<file path="src/design/cshr_queue.sv">
// cshr_queue: small first-word fall-through queue between front and back
// no dependencies

module cshr_queue #(
    parameter int WIDTH = 8,
    parameter int QDEPTH = 4,
    parameter int IDX_W = (QDEPTH > 1) ? $clog2(QDEPTH) : 1,
    parameter int CNT_W = $clog2(QDEPTH + 1)
) (
    input  logic             aclk,
    input  logic             aresetn,
    input  logic             push_valid,
    output logic             push_ready,
    input  logic [WIDTH-1:0] push_data,
    output logic             pop_valid,
    input  logic             pop_ready,
    output logic [WIDTH-1:0] pop_data
);

    logic [WIDTH-1:0] store_reg [QDEPTH];
    logic [IDX_W-1:0] wr_idx_reg, wr_idx_next;
    logic [IDX_W-1:0] rd_idx_reg, rd_idx_next;
    logic [CNT_W-1:0] count_reg, count_next;
    logic             push, pop;

    assign push_ready = (count_reg != CNT_W'(QDEPTH));
    assign pop_valid  = (count_reg != '0);
    assign pop_data   = store_reg[rd_idx_reg];
    assign push       = push_valid && push_ready;
    assign pop        = pop_valid && pop_ready;

    // pointer and count update
    always_comb begin
        wr_idx_next = wr_idx_reg;
        rd_idx_next = rd_idx_reg;
        count_next  = count_reg;
        if (push) begin
            wr_idx_next = (wr_idx_reg == IDX_W'(QDEPTH - 1)) ? '0 : wr_idx_reg + 1'b1;
        end
        if (pop) begin
            rd_idx_next = (rd_idx_reg == IDX_W'(QDEPTH - 1)) ? '0 : rd_idx_reg + 1'b1;
        end
        if (push && !pop) begin
            count_next = count_reg + 1'b1;
        end else if (pop && !push) begin
            count_next = count_reg - 1'b1;
        end
    end

    always_ff @(posedge aclk) begin
        if (!aresetn) begin
            wr_idx_reg <= '0;
            rd_idx_reg <= '0;
            count_reg  <= '0;
        end else begin
            wr_idx_reg <= wr_idx_next;
            rd_idx_reg <= rd_idx_next;
            count_reg  <= count_next;
        end
    end

    // word storage
    always_ff @(posedge aclk) begin
        if (push) begin
            store_reg[wr_idx_reg] <= push_data;
        end
    end

endmodule

</file>
<file path="config.mk">
export PLATFORM = sky130hd
export DESIGN_NAME = cshr_queue
export DESIGN_NICKNAME = d
export VERILOG_FILES = /design/src/design/cshr_queue.sv
export SDC_FILE = /design/constraint.sdc
export NUM_CORES = 1
export LEC_CHECK = 0
export BUFFER_PORTS_ARGS = -buffer_cell sky130_fd_sc_hd__clkbuf_2
export CAP_MARGIN = 20
export CORE_AREA = 5 5 67 69
export DETAILED_ROUTE_END_ITERATION = 16
export DIE_AREA = 0 0 72 74
export GPL_TIMING_DRIVEN = 0
export MAX_ROUTING_LAYER = met4
export SLEW_MARGIN = 25
export SYNTH_ARGS = -nofsm -noshare
export SYNTH_HDL_FRONTEND = slang
export SYNTH_SLANG_ARGS = --single-unit
export TNS_END_PERCENT = 20
</file>
<file path="constraint.sdc">
create_clock -name aclk -period 6.7 [get_ports aclk]
set_clock_uncertainty 0.1 [all_clocks]
set_input_delay 1.34 -clock aclk [delete_from_list [all_inputs] [get_ports aclk]]
set_output_delay 1.34 -clock aclk [all_outputs]
set_load 0.01 [all_outputs]
</file>
==> impl_metrics.csv <==
group,metric,value,unit
setup_path,critPathKind,"reg -> out",
setup_path,cp-end-kind,"output pin",
cells_and_area,final_layout_size_suffix_gt1_share,37.7,%
cells_and_area,syn2layout_area_growth,18.7,%
floorplan,std_cell_rows,23,
cells_and_area,fin_area,0.00194,mm^2
synthesis,postSynth.asyncResetShare,0,%
clocking,clk_latency,0.29,ns
sta,fin_ws,3.68,ns
sta,max_freq,0.332,GHz
synthesis,synthesis.area,0.00164,mm^2
global_route,overflow,0,
clocking,cts_hold_buf,0,
route,drc,0,
place,dp_hpwl,1820,um
global_route,grt_max_degree,15,
synthesis,syn_area_per_cell,17.6,um^2
synthesis,ys_ff_latch,41,
route,drt_iter0_markers,39,
cells_and_area,multi_input_area,465,um^2
floorplan,die_y,74,um
global_route,busiest_layer,"met2",
sta,fin_crit_sh,45.0,%
cells_and_area,regArea,0.00114,mm^2
floorplan,start_util,42.4,%
floorplan,die_w,72,um
cells_and_area,largest_register_ffs,32,
global_route,grt_pass1_vias,888,
setup_path,critPathArrivalTime,1.58,ns
clocking,cts_max_path_buffers,2,
setup_path,critPathMaxFanout,8,
sta,rsz0062_at_grt,"false",
synthesis,syn_inst,93,
sta,worst_slew_pin_slew,0.556,ns
power,p_int,561,uW
synthesis,synth_flop_cell,"edfxtp_1",
synthesis,synth_edf_count,32,
floorplan,coreArea,0.00386,mm^2
clocking,clk_pin_slew,0.08,ns
power,power.density,395,mW/mm^2
clocking,cts_sinks,41,
synthesis,synth_cell_type_count,26,
cells_and_area,nFillCells,337,
clocking,cts_tree,"built",
route,wl_per_cell,14.9,um
power,leakage,0.720,nW
place,port_buffers,21,
clocking,cts_max_level,2,
synthesis,synth_top_area_share,58.8,%
synthesis,synth.most_common_cell,"edfxtp_1",
outcome,outcome,"finished clean",
clocking,cts_resized,0,
synthesis,yosys-top-cells-area,"edfxtp_1 (59%), dfxtp_1 (11%), mux4_2 (11%)",
power,p_clk_share,30.5,%
power,p_total,766,uW
power,power.share.sequential,43.6,%
route,routed-via-count,851,
setup_path,r2r_start,"count_reg[0]",
synthesis,yosys_warnings,0,
power,switching_share,26.7,%
global_route,use_met2,18.3,%
power,peakVddDrop,0.135,mV
place,gp_routability_congestion,0.738,
sta,slew_violations,0,
cells_and_area,diodes,0,
synthesis,synth_fp_nets,112,
floorplan,pin_count,22,
power,combPwrFrac,25.9,%
global_route,grt_antenna_before_repair,0,
worst_hold_path,holdCritPathClass,"reg -> reg",
route,ant_nets,0,
synthesis,synth_seq_area_share,69.8,%
cells_and_area,layout.cells.non_filler,172,
place,place_ws,3.50,ns
synthesis,synth_top_area_cell,"edfxtp_1",
synthesis,synth_commonest_cells,"edfxtp_1 (32), dfxtp_1 (9), mux4_2 (8)",
sta,slew_headroom,62.6,%
setup_path,reg2reg_to,"count_reg[2]",
global_route,track_usage,11.1,%
cells_and_area,nets,140,
floorplan,dieArea,0.00533,mm^2
power,switching_power,205,uW
setup_path,start_kind,"register",
route,routed_wirelength,2560,um
sta,hold_viol_final,0,
clocking,post_cts_buffers,0,
clocking,root_buffer,"clkbuf_8",
setup_path,crit_path_end,"pop_data[4]",
global_route,grtUsageMet1,12.4,%
clocking,numCtsBuffers,5,
route,first_pass_iters,4,
place,placement.cell_area,0.00180,mm^2
sta,tns,0,ns
place,dpl.cell_count,164,
sta,finalCriticalPeriod,3.02,ns
global_route,grt_pass1_wl,4110,um
global_route,grt_use_met3,3.65,%
route,via_per_inst,4.95,
run,max_cap_viol_count,0,
setup_path,crit_required,5.26,ns
setup_path,reg2reg_depth,7,
sta,setup_viol,0,
setup_path,reg2reg_slack,4.19,ns
-- layout by cell type (no fill, tap or decap), types with 2 or more instances in the layout --
cell type  Yosys  final
edfxtp_1      32     32
clkbuf_2       1     22
dfxtp_1        9      9
mux4_2         8      8
ha_1           6      6
nand2_1        5      5
clkbuf_8       0      5
and3_2         4      4
o21ai_0        4      4
inv_1          3      3
or3_2          2      2
nor2_1         2      2
nand3_1        2      2
mux2i_1        2      2
bufinv_16      0      2
-- final cells by class --
class	count	area share [%]
Buffer	4	0.903
Inverter	3	0.580
Clock inverter	3	3.55
Multi-Input combinational cell	45	24.0
Timing Repair Buffer	21	5.42
Clock buffer	5	3.55
Sequential cell	41	58.8
Tap cell	50	3.22
-- per-layer routing --
metal	up-vias	share of wire, %
li1	409	-
met1	422	43
met2	16	52
met3	4	4.3
met4	0	1.4
met5	-	0
-- per-stage QoR --
| stage | utilization (%) | hold slack, ns |
|---|---|---|
| after floorplan | - | 0.368 |
| after global placement | 46.8 | 0.389 |
| after detailed placement | 46.8 | 0.406 |
| after CTS | 50.3 | 0.417 |
| after global routing | 50.3 | 0.443 |
| final | 50.3 | 0.407 |
-- worst max-delay path, stage by stage, from the launching register on --
cell and delay [ns]:
dfxtp_1 0.31, buf_2 0.28, mux4_2 0.55, clkbuf_2 0.14
-- power groups by stage --
stage	registers, mW	logic, mW	clock network [mW]
floorplan	0.334	0.144	0
global route	0.340	0.222	0.251
finish	0.334	0.198	0.234
global placement	0.337	0.195	0
CTS	0.335	0.203	0.239
detailed placement	0.340	0.203	0
-- worst min-delay path by stage --
stage	slack [ns]	start	end	cells past startpoint
2_1_floorplan	0.37	wr_idx_reg[1]	wr_idx_reg[1]	2
3_3_place_gp	0.39	wr_idx_reg[1]	wr_idx_reg[1]	2
3_5_place_dp	0.41	wr_idx_reg[1]	wr_idx_reg[1]	2
4_1_cts	0.42	wr_idx_reg[1]	wr_idx_reg[1]	2
5_1_grt	0.44	wr_idx_reg[1]	wr_idx_reg[1]	2
6_report	0.41	wr_idx_reg[1]	wr_idx_reg[1]	2
-- logic make-up after synthesis --
kind of cell,count (synthesis),share of synthesized area (%)
and+or+nand+nor,20,7.19
DFF,41,69.8
adders and majority gates,7,5.81
buffers and inverters,7,1.76
xor gates and xnor gates,2,1.07
muxes,10,12.2
AOI/OAI and AO/OA,6,2.14
Power figures use the tool's default switching activity.
