File: config.mk
export PLATFORM = sky130hd
export DESIGN_NAME = cshr_front
export DESIGN_NICKNAME = d
export VERILOG_FILES = /design/src/design/cshr_pkg.sv /design/src/design/cshr_front.sv
export SDC_FILE = /design/constraint.sdc
export NUM_CORES = 1
export LEC_CHECK = 0
export BUFFER_PORTS_ARGS = -buffer_cell sky130_fd_sc_hd__buf_2
export CORE_MARGIN = 1
export CORE_UTILIZATION = 49
export CTS_BUF_LIST = sky130_fd_sc_hd__clkbuf_16
export DETAILED_ROUTE_END_ITERATION = 10
export HOLD_SLACK_MARGIN = 0.15
export PLACE_DENSITY = 0.83
export SLEW_MARGIN = 20
export SYNTH_ARGS = -nofsm -noshare
export SYNTH_HDL_FRONTEND = slang
export SYNTH_SLANG_ARGS = --single-unit
File: constraint.sdc
create_clock -name aclk -period 11.12 [get_ports aclk]
set_input_delay 0.556 -clock aclk [delete_from_list [all_inputs] [get_ports aclk]]
set_output_delay 0.556 -clock aclk [all_outputs]
set_load 0.01 [all_outputs]
File: src/design/cshr_pkg.sv
// cshr_pkg: shared types and constants for the coalescing sample history ring
// used by cshr_front, cshr_back and the top level; no dependencies

package cshr_pkg;

    // function codes of an input word
    localparam logic FUNC_ADD   = 1'b0;
    localparam logic FUNC_QUERY = 1'b1;

    // temperatures that a query never reports: 0.0 degC and -127.0 degC
    localparam logic signed [11:0] TEMP_ZERO = 12'sh000;
    localparam logic signed [11:0] TEMP_M127 = 12'sh810;

    // merge window after reset, in seconds
    localparam logic [15:0] MERGE_WINDOW_RESET = 16'd300;

    // one stored slot
    typedef struct packed {
        logic [31:0]        time_s;
        logic signed [11:0] temp;
        logic [63:0]        sensor;
    } entry_t;

    // classified command from front to back
    typedef struct packed {
        logic               is_query;
        logic [31:0]        time_a;   // sample time, or range start
        logic [31:0]        time_b;   // range end
        logic signed [11:0] temp;
        logic [63:0]        sensor;
    } cmd_t;

endpackage

File: src/design/cshr_front.sv
// cshr_front: accepts input words, decides merge or append, tracks ring pointers
// depends on cshr_pkg

module cshr_front #(
    parameter int DEPTH = 64,
    parameter int IDX_W = $clog2(DEPTH),
    parameter int CNT_W = $clog2(DEPTH + 1)
) (
    input  logic                aclk,
    input  logic                aresetn,
    input  logic                s_valid,
    output logic                s_ready,
    input  logic                s_func,
    input  logic [31:0]         s_sample_time,
    input  logic signed [11:0]  s_sample_temp,
    input  logic [63:0]         s_sensor_id,
    input  logic [31:0]         s_range_start,
    input  logic [31:0]         s_range_end,
    input  logic                cfg_wr_en,
    input  logic [15:0]         cfg_wr_data,
    output logic                cmd_valid,
    input  logic                cmd_ready,
    output cshr_pkg::cmd_t      cmd,
    output logic [IDX_W-1:0]    cmd_addr,
    output logic [CNT_W-1:0]    cmd_count
);

    import cshr_pkg::*;

    logic [IDX_W-1:0] wp_reg, wp_next;
    logic [CNT_W-1:0] fill_reg, fill_next;
    logic [31:0]      last_time_reg, last_time_next;
    logic [63:0]      last_sensor_reg, last_sensor_next;
    logic [15:0]      merge_window_reg;
    logic             accept, is_query, merge;
    logic [31:0]      age;
    logic [IDX_W-1:0] newest, wp_inc, start;

    assign s_ready   = cmd_ready;
    assign cmd_valid = s_valid;
    assign accept    = s_valid && cmd_ready;
    assign is_query  = (s_func == FUNC_QUERY);

    // merge decision against the newest slot
    assign age   = s_sample_time - last_time_reg;
    assign merge = (s_sensor_id != '0) && (s_sensor_id == last_sensor_reg) &&
                   (fill_reg != '0) && (age < {16'b0, merge_window_reg});

    assign newest = (wp_reg == '0) ? IDX_W'(DEPTH - 1) : wp_reg - 1'b1;
    assign wp_inc = (wp_reg == IDX_W'(DEPTH - 1)) ? '0 : wp_reg + 1'b1;
    // until the ring wraps the oldest slot is slot zero
    assign start  = (fill_reg == CNT_W'(DEPTH)) ? wp_reg : '0;

    // command word
    always_comb begin
        cmd.is_query = is_query;
        cmd.time_a   = is_query ? s_range_start : s_sample_time;
        cmd.time_b   = s_range_end;
        cmd.temp     = s_sample_temp;
        cmd.sensor   = s_sensor_id;
        cmd_count    = fill_reg;
        if (is_query) begin
            cmd_addr = start;
        end else if (merge) begin
            cmd_addr = newest;
        end else begin
            cmd_addr = wp_reg;
        end
    end

    // ring bookkeeping on append
    always_comb begin
        wp_next          = wp_reg;
        fill_next        = fill_reg;
        last_time_next   = last_time_reg;
        last_sensor_next = last_sensor_reg;
        if (accept && !is_query && !merge) begin
            wp_next          = wp_inc;
            fill_next        = (fill_reg == CNT_W'(DEPTH)) ? fill_reg : fill_reg + 1'b1;
            last_time_next   = s_sample_time;
            last_sensor_next = s_sensor_id;
        end
    end

    always_ff @(posedge aclk) begin
        if (!aresetn) begin
            wp_reg           <= '0;
            fill_reg         <= '0;
            last_time_reg    <= '0;
            last_sensor_reg  <= '0;
            merge_window_reg <= MERGE_WINDOW_RESET;
        end else begin
            wp_reg          <= wp_next;
            fill_reg        <= fill_next;
            last_time_reg   <= last_time_next;
            last_sensor_reg <= last_sensor_next;
            if (cfg_wr_en) begin
                merge_window_reg <= cfg_wr_data;
            end
        end
    end

    // fill count never passes the depth
    a_fill_bound: assert property (@(posedge aclk) disable iff (!aresetn)
        fill_reg <= CNT_W'(DEPTH))
        else $error("fill count above depth");

    // before the first wrap the write pointer equals the fill count
    a_wp_fill: assert property (@(posedge aclk) disable iff (!aresetn)
        (fill_reg != CNT_W'(DEPTH)) |-> (wp_reg == fill_reg[IDX_W-1:0]))
        else $error("write pointer out of step with fill count");

    // an empty ring never merges
    a_no_merge_empty: assert property (@(posedge aclk) disable iff (!aresetn)
        (fill_reg == '0) |-> !merge)
        else $error("merge into empty ring");

endmodule

==> results of run 1 <==
power by group through the flow:
| stage | logic (uW) | clock network [uW] | registers [uW] |
|---|---|---|---|
| finish | 304 | 552 | 474 |
| floorplan | 229 | 0 | 482 |
| global placement | 294 | 0 | 483 |
| detailed placement | 300 | 0 | 484 |
| global route | 335 | 580 | 476 |
| CTS | 303 | 559 | 474 |
through the flow:
stage / hold slack, ns / std cells / power (uW) / area [um^2] / utilization
floorplan: 0.435 / 1233 / 711 / 9770 / -
global placement: 0.442 / 1588 / 777 / 10300 / 0.530
detailed placement: 0.448 / 1588 / 784 / 10300 / 0.530
CTS: 0.346 / 1619 / 1340 / 10900 / 0.560
global route: 0.359 / 1619 / 1390 / 10900 / 0.560
finish: 0.353 / 1619 / 1330 / 10900 / 0.560
layout by cell type (no fill, tap or decap), drive strengths merged, types with 16 or more instances in the layout:
master,instances
nand3,16
nand2,257
nor4,33
ha,51
xor2,53
xnor2,32
nor2,39
clkbuf,17
inv,62
mux2,30
mux2i,121
buf,265
a21oi,46
nand4,24
dfxtp,125
o21ai,25
logic make-up after synthesis:
| family | share of synthesized area |
|---|---|
| and+or+nand+nor | 0.199 |
| buffers and inverters | 0.136 |
| AOI/OAI and AO/OA | 0.106 |
| muxes | 0.159 |
| DFF | 0.256 |
| xor gates and xnor gates | 0.0762 |
| adders and majority gates | 0.0674 |
per-layer routing:
metal | up-vias | wire [um] | GRT usage
met4 | 0 | 478 | 0.0817
met1 | 4038 | 10600 | 0.282
met5 | - | 0 | 0
met2 | 319 | 12300 | 0.435
met3 | 42 | 1370 | 0.0412
li1 | 4339 | - | -
cell type report:
type / instances / share of cell area
multi-input combinational: 874 / 0.545
sequential: 125 / 0.229
timing repair buffer: 265 / 0.123
clock buffer: 17 / 0.0389
tap: 265 / 0.0303
inverter: 59 / 0.0203
clock inverter: 14 / 0.0139
critical path: stages (launching register included):
cell and delay (ns):
dfxtp_1 0.33, inv_1 0.05, ha_1 0.35, o211ai_1 0.12, a21oi_1 0.26, o2111ai_1 0.26
a21boi_0 0.35, a21oi_1 0.14, xnor2_1 0.15, ha_1 0.32, a2111oi_0 0.54, o2111ai_1 0.17
a2111oi_0 0.37, nand2_1 0.10, a2111oi_0 0.46, nand4_1 0.22, nor4_4 0.28, buf_4 0.28
and2b_1 0.23, mux2i_1 0.19, buf_2 0.14
worst paths after layout:
| check | to | slack [ns] | cells after the start |
|---|---|---|---|
| worst max register to register | last_sensor_reg[12] | 5.42 | 20 |
| worst min-delay path | merge_window_reg[3] | 0.35 | 3 |
| worst max-delay path | cmd_addr[1] | 4.83 | 20 |
| worst min register to register | last_time_reg[10] | 0.46 | 2 |
==> metrics list, run 1 <==
* Die Wd: 143 um
- Across the VDD grid, the largest voltage drop is 0.000107 V.
* Number of nets in the synthesized netlist: 1,479
- In this run the mean area of a mapped cell was 7.92 um^2.
- Cts-stage hold buffer count: 0
- Internal Dissipation: about 940 uW
- Pwr/cell area: approximately 120 nW/um^2
- Of the total power, combinational logic draws 0.229.
* Switching share of total power: 0.293
- Gate count after technology mapping: roughly 1,200
- Buffers inserted during clock tree synthesis total 17.
* Critical Path RT: 10.56 ns
- In the finished design, the share of the clock period the worst path needs comes to 0.566.
- Of the total power, the clock network draws 0.415.
- Clock sinks: 125
- Maximum number of pins on one net before global-route repair: 130
- Routed via count divided by cell count: between 5 and 6
- On the final layout, the worst clock skew is 0.0113 ns.
- During placement, the flow inserted port buffers numbering 261.
- Buffer levels on the longest clock path: 2
- Of all flip-flops after synthesis, the portion carrying an async set or reset was 0.
- CTS built an H-tree with a depth of 4.
- In this run the power spent charging and discharging nets is 390 uW.
- The synthesized design contains 125 register bits.
- Setup slack on the critical path of the routed design comes to 4.83 ns.
- For this run, design rule violations remaining after detail routing come to 0.
- Fill cells in the final layout number 1,761.
- Detailed routing inserted a total of slightly below 9,000 vias.
* Antenna cells: 0
* Post-detailed-routing wire length: 24.8 mm
- Summing all multi-input logic gate instances after layout gives 5950 um^2.
- Clk pin slew, worst setup/hold paths: roughly 0.060 ns
- Area of the core region: 19,500 um^2
* Mean routed wirelength per cell: 15.3 um
- The detailed router finished its first iteration with 550 violations.
- For this run, the post-layout net count is 1,588.
- Setup CP Type: register to output port
- Of the cells placed in the final design, the portion with a size suffix greater than 1 is 0.245.
- Min-Delay Path Class: input pin to register
- Placer congestion estimate: 0.936
* DR pass1 iterations: 5
- In this run the count of I/O pins placed on the die edge is 350.
* Max FFs per register: 64
- Effective utilization at floorplan: 0.500
- Static leakage: 0.00473 uW
- The worst pin sits at a relative slew slack of 0.290.
- The worst hold path begins at cfg_wr_data[3].
- Leading cell types by total area after synthesis: dfxtp_1 26%, mux2i_1 12%, nand2_1 9.9%
- Setup violations remaining at the end of the flow were counted as 0.
- Kind of start point of the critical path: register
- FF-to-FF Start: last_time_reg[4]
- The synthesized netlist contains between 50 and 60 unique library cells.
* EDFF count, synth: 0
* RSZ-0062 raised after global routing: false
* Register area: 2500 um^2
- Post-route setup TNS: 0 ns
* Area added between synthesis and finish: 11.9%
- Once the clock tree was built, the resizer swapped 0 gates to a different size.
* CTS Root Cell: clkbuf_16
- Via count of the first global-routing pass: between 7,000 and 8,000
- Largest area contributor in the netlist: dfxtp_1
- STA classifies the critical path endpoint as an output port.
* Top post-synthesis cells by count: 257 x nand2_1, 125 x dfxtp_1, 121 x mux2i_1, 112 x buf_4, 59 x inv_1
- The count of endpoints failing hold in the final timing report is 0.
- Among all cell types in the netlist, the one instantiated most often is nand2_1.
* GRT Overall Usage: 0.240
- The total count of max-transition violations in the final report is 0.
- TritonCTS built the clock tree.
* Clock insertion delay at the later pin of the skew report: between 0.4 and 0.5 ns
* Part of the Yosys area used for sequential elements: 0.256
- Subtracting the final worst setup slack from the clock period gives 6.29 ns.
- The critical path starts at last_time_reg[4].
- Flop pwr share: 0.357
* Number of standard-cell rows in the floorplan: 51
- Detailed placement ended at an HPWL of 19.1 mm.
* Timing-limited maximum frequency: 0.159 GHz
- Buffers added to address setup during post-CTS repair amount to 0.
- Post-route ant nets: 0
* Wire length of the first global-routing pass: 38.3 mm
- At the pin with the least slew margin, the transition time is 1.07 ns.
- OpenSTA, run right after detailed placement, puts the worst setup slack at 4.97 ns.
- Summed over all layers, the global routing overflow is 0.
- Yosys warning total: 0
* Number of antenna violations at the first check in global routing: 0
- The run finished with clean final reports.
* Endpoint arrival time on the critical path: 5.74 ns
- The die is between 100 and 150 um tall.
* Yosys top cell area share: 0.256
- Max cap viols: 0
- Post-Syn Area: 9770 um^2
* Worst-path fanout max: 21
- The die covers just over 20,000 um^2.
- Top FF cell, synth: dfxtp_1
(Power assumes the default switching activity.)
==> inputs of run 2 (changes only) <==
- clock period: 11.12 -> 5.8 ns (I/O delays scaled with it)
==> run 2 against run 1 <==
Hold slack worse by 0.19 ns. Critical path type is now input pin to output port. Non-clock buffer count up 78. Combinational power up 110%. Highest routed layer is now met5.
==> metrics list, run 2 (synthesis results as in run 1) <==
* Outcome: finished clean
- Critical Path RT: 5.51 ns
- Min-Delay Path Class: input pin to register
* Max cap viols: 0
* Clock insertion delay at the later pin of the skew report: 0.43 ns
* Total vias in the final route: 9,203
- Slowest stage cell on the critical path: dlygate4sd3_1
- Area added between synthesis and finish: 20.9%
- The worst register-to-register path has a depth of 20.
- Cell count of the worst hold path: 3
* Number of setup violations in the final report: 0
- Initial detailed-routing violation count: 559
- Post-layout minimum cycle time: 5.50 ns
- Most common cell after layout, fill and taps aside: buf_2
- Entering global routing, the biggest net connects 133 pins.
- During placement, the flow inserted port buffers numbering 261.
* Transition time of the tightest slew-check pin: ~1.1 ns
- Static leakage: 0.00509 uW
* CP endpoint kind: output port
- Data arrives at the worst endpoint at 5.21 ns.
* Mean routed wirelength per cell: about 16 um
- CTS Root Cell: clkbuf_16
- Die outline area: 20,500 um^2
- Utilization after layout: 0.605
- The floorplan step set the die width to around 140 um.
- Post-route setup TNS: 0 ns
- Placer congestion estimate: about 0.94
- The worst setup path is launched from an input pin.
* Via count of the first global-routing pass: between 8,000 and 9,000
- Hold Fails Final Rpt: 0
* Number of antenna violations at the first check in global routing: 1
* Buffering stage count on the worst path with inverters included: 4
- DR DRC count: 0
- Effective utilization at floorplan: 0.500
- Residual overflow from global routing: 0
- The critical path in this run is classified as input pin to output port.
- Top Ports: 350
- Post-route ant nets: 0
* GRT Overall Usage: 0.268
* Worst-case headroom to the max-slew limit: 0.284
* Area of the core region: 19,500 um^2
- In the final layout, the share of cells above drive strength 1 is 0.246.
- Using the TritonRoute via totals, the vias-per-cell ratio works out to 5.42.
* Max FFs per register: 64
* Wire length of the first global-routing pass: roughly 43 mm
- Clk pin slew, worst setup/hold paths: 0.06 ns
- Setup repair after global routing left no endpoint under its margin.
* CTS H-Tree Depth: 4
* Detail Placement HPWL: between 15 and 20 mm
- DR pass1 iterations: 5
- Across all register-to-register paths, the minimum setup slack is 0.80 ns.
* Worst-path fanout max: 11
* Biggest cell delay along the critical path: 0.54 ns
- TritonCTS built the clock tree.
* Final nets: 1,666
* Number of buffers added by the clock tree synthesis step: 17
* Clock sinks: 125
* Crit-path cells: dlygate4sd3_1 > buf_2 > ha_1 > a21oi_2 > nand2_1 > a221o_1 > nor2_1 > xnor2_1 > ha_1 > nand4_1 > nand3_1 > or4_1 > a2111oi_2 > nand2_1 > a2111oi_2 > nand4_1 > nor4_4 > buf_6 > and2b_1 > mux2i_1 > buf_2
- IR analysis of the VDD net gives a maximum drop of 0.000191 V.
* Post-detailed-routing wire length: 27.7 mm
- The total count of max-transition violations in the final report was 0.
- From bottom edge to top edge, the die measures 143 um.
- Worst clock skew: ~0.013 ns
- Timing would allow up to 0.182 GHz.
- In this run the deepest clock path goes through 2 buffers.
* Largest delay contributor family on the critical path: simple AND/OR/NAND/NOR gates
- Commonest non-fill, non-tap cells in the layout: 261 x buf_2, 257 x nand2_1, 125 x dfxtp_1, 121 x mux2i_1, 74 x dlygate4sd3_1
* Pwr/cell area: 228 nW/um^2
- 0 antenna diodes ended up in the layout.
* Final period util: 0.948
- Number of standard-cell rows in the floorplan: 51
- Path length in cells of the critical path: 21
run 2: cell count changes in the layout (fill, tap and decap cells not counted), sizes merged:
cell / before / now
clkinv: 6 / 2
inv: 62 / 68
clkinvlp: 2 / 1
buf: 265 / 269
dlygate4sd3: 0 / 74
run 2: worst paths after layout:
path,endpoint,startpoint
hold reg to reg,last_time_reg[13],last_time_reg[13]
hold / removal,last_sensor_reg[39],s_sensor_id[39]
setup reg to reg,last_sensor_reg[19],last_time_reg[0]
setup / recovery,cmd_addr[1],s_sample_time[11]
run 2: worst reg2reg max path, delay by kind of cell, from the launching register on:
kind,cells,cell delay [ns]
and+or+nand+nor,8,1.64
AOI/OAI and AO/OA,5,1.08
adders and majority gates,3,0.96
buffers and inverters,2,0.53
DFF,1,0.32
muxes,1,0.18
xor gates and xnor gates,1,0.16
run 2: what timing repair did:
item | 4_1_cts | 5_1_grt
gates resized for setup | 4 | 12
pin swaps | 0 | 1
buffers inserted | 0 | 1
cloned | 0 | 1
setup endpoints to repair | 6 | 46
hold buffers | 74 | 0
hold endpoints to repair | 74 | 0
run 2: final cells by class:
class                           instances  area (um^2)
Sequential cell                       125         2500
Clock buffer                           17          425
Inverter                               59          221
Tap cell                              265          332
Timing Repair Buffer                  343         2130
Clock inverter                         15          198
Fill cell                            1654         7710
Multi-Input combinational cell        874         6000
run 2: layer usage:
layer | GRT usage | routed length (um) | vias to the layer above
met3 | 0.0563 | 1680 | 72
met5 | 0 | 13 | -
met1 | 0.300 | 11000 | 4255
met2 | 0.496 | 14200 | 376
met4 | 0.101 | 759 | 2
li1 | - | - | 4498
run 2: power by group:
part / switching (uW) / internal (uW) / total (uW)
combinational: 355 / 284 / 639
sequential: 20.0 / 890 / 910
clock: 447 / 692 / 1140
total: 822 / 1870 / 2690
run 2: through the flow:
stage	total power (uW)	instances	hold WS [ns]	cell area, um^2	setup WS, ns
global route	2810	1698	0.155	11800	0.0149
finish	2690	1698	0.161	11800	0.302
detailed placement	1500	1590	0.448	10400	0.253
global placement	1490	1590	0.442	10400	0.421
floorplan	1360	1233	0.420	9770	0.955
CTS	2690	1696	0.150	11800	0.00359
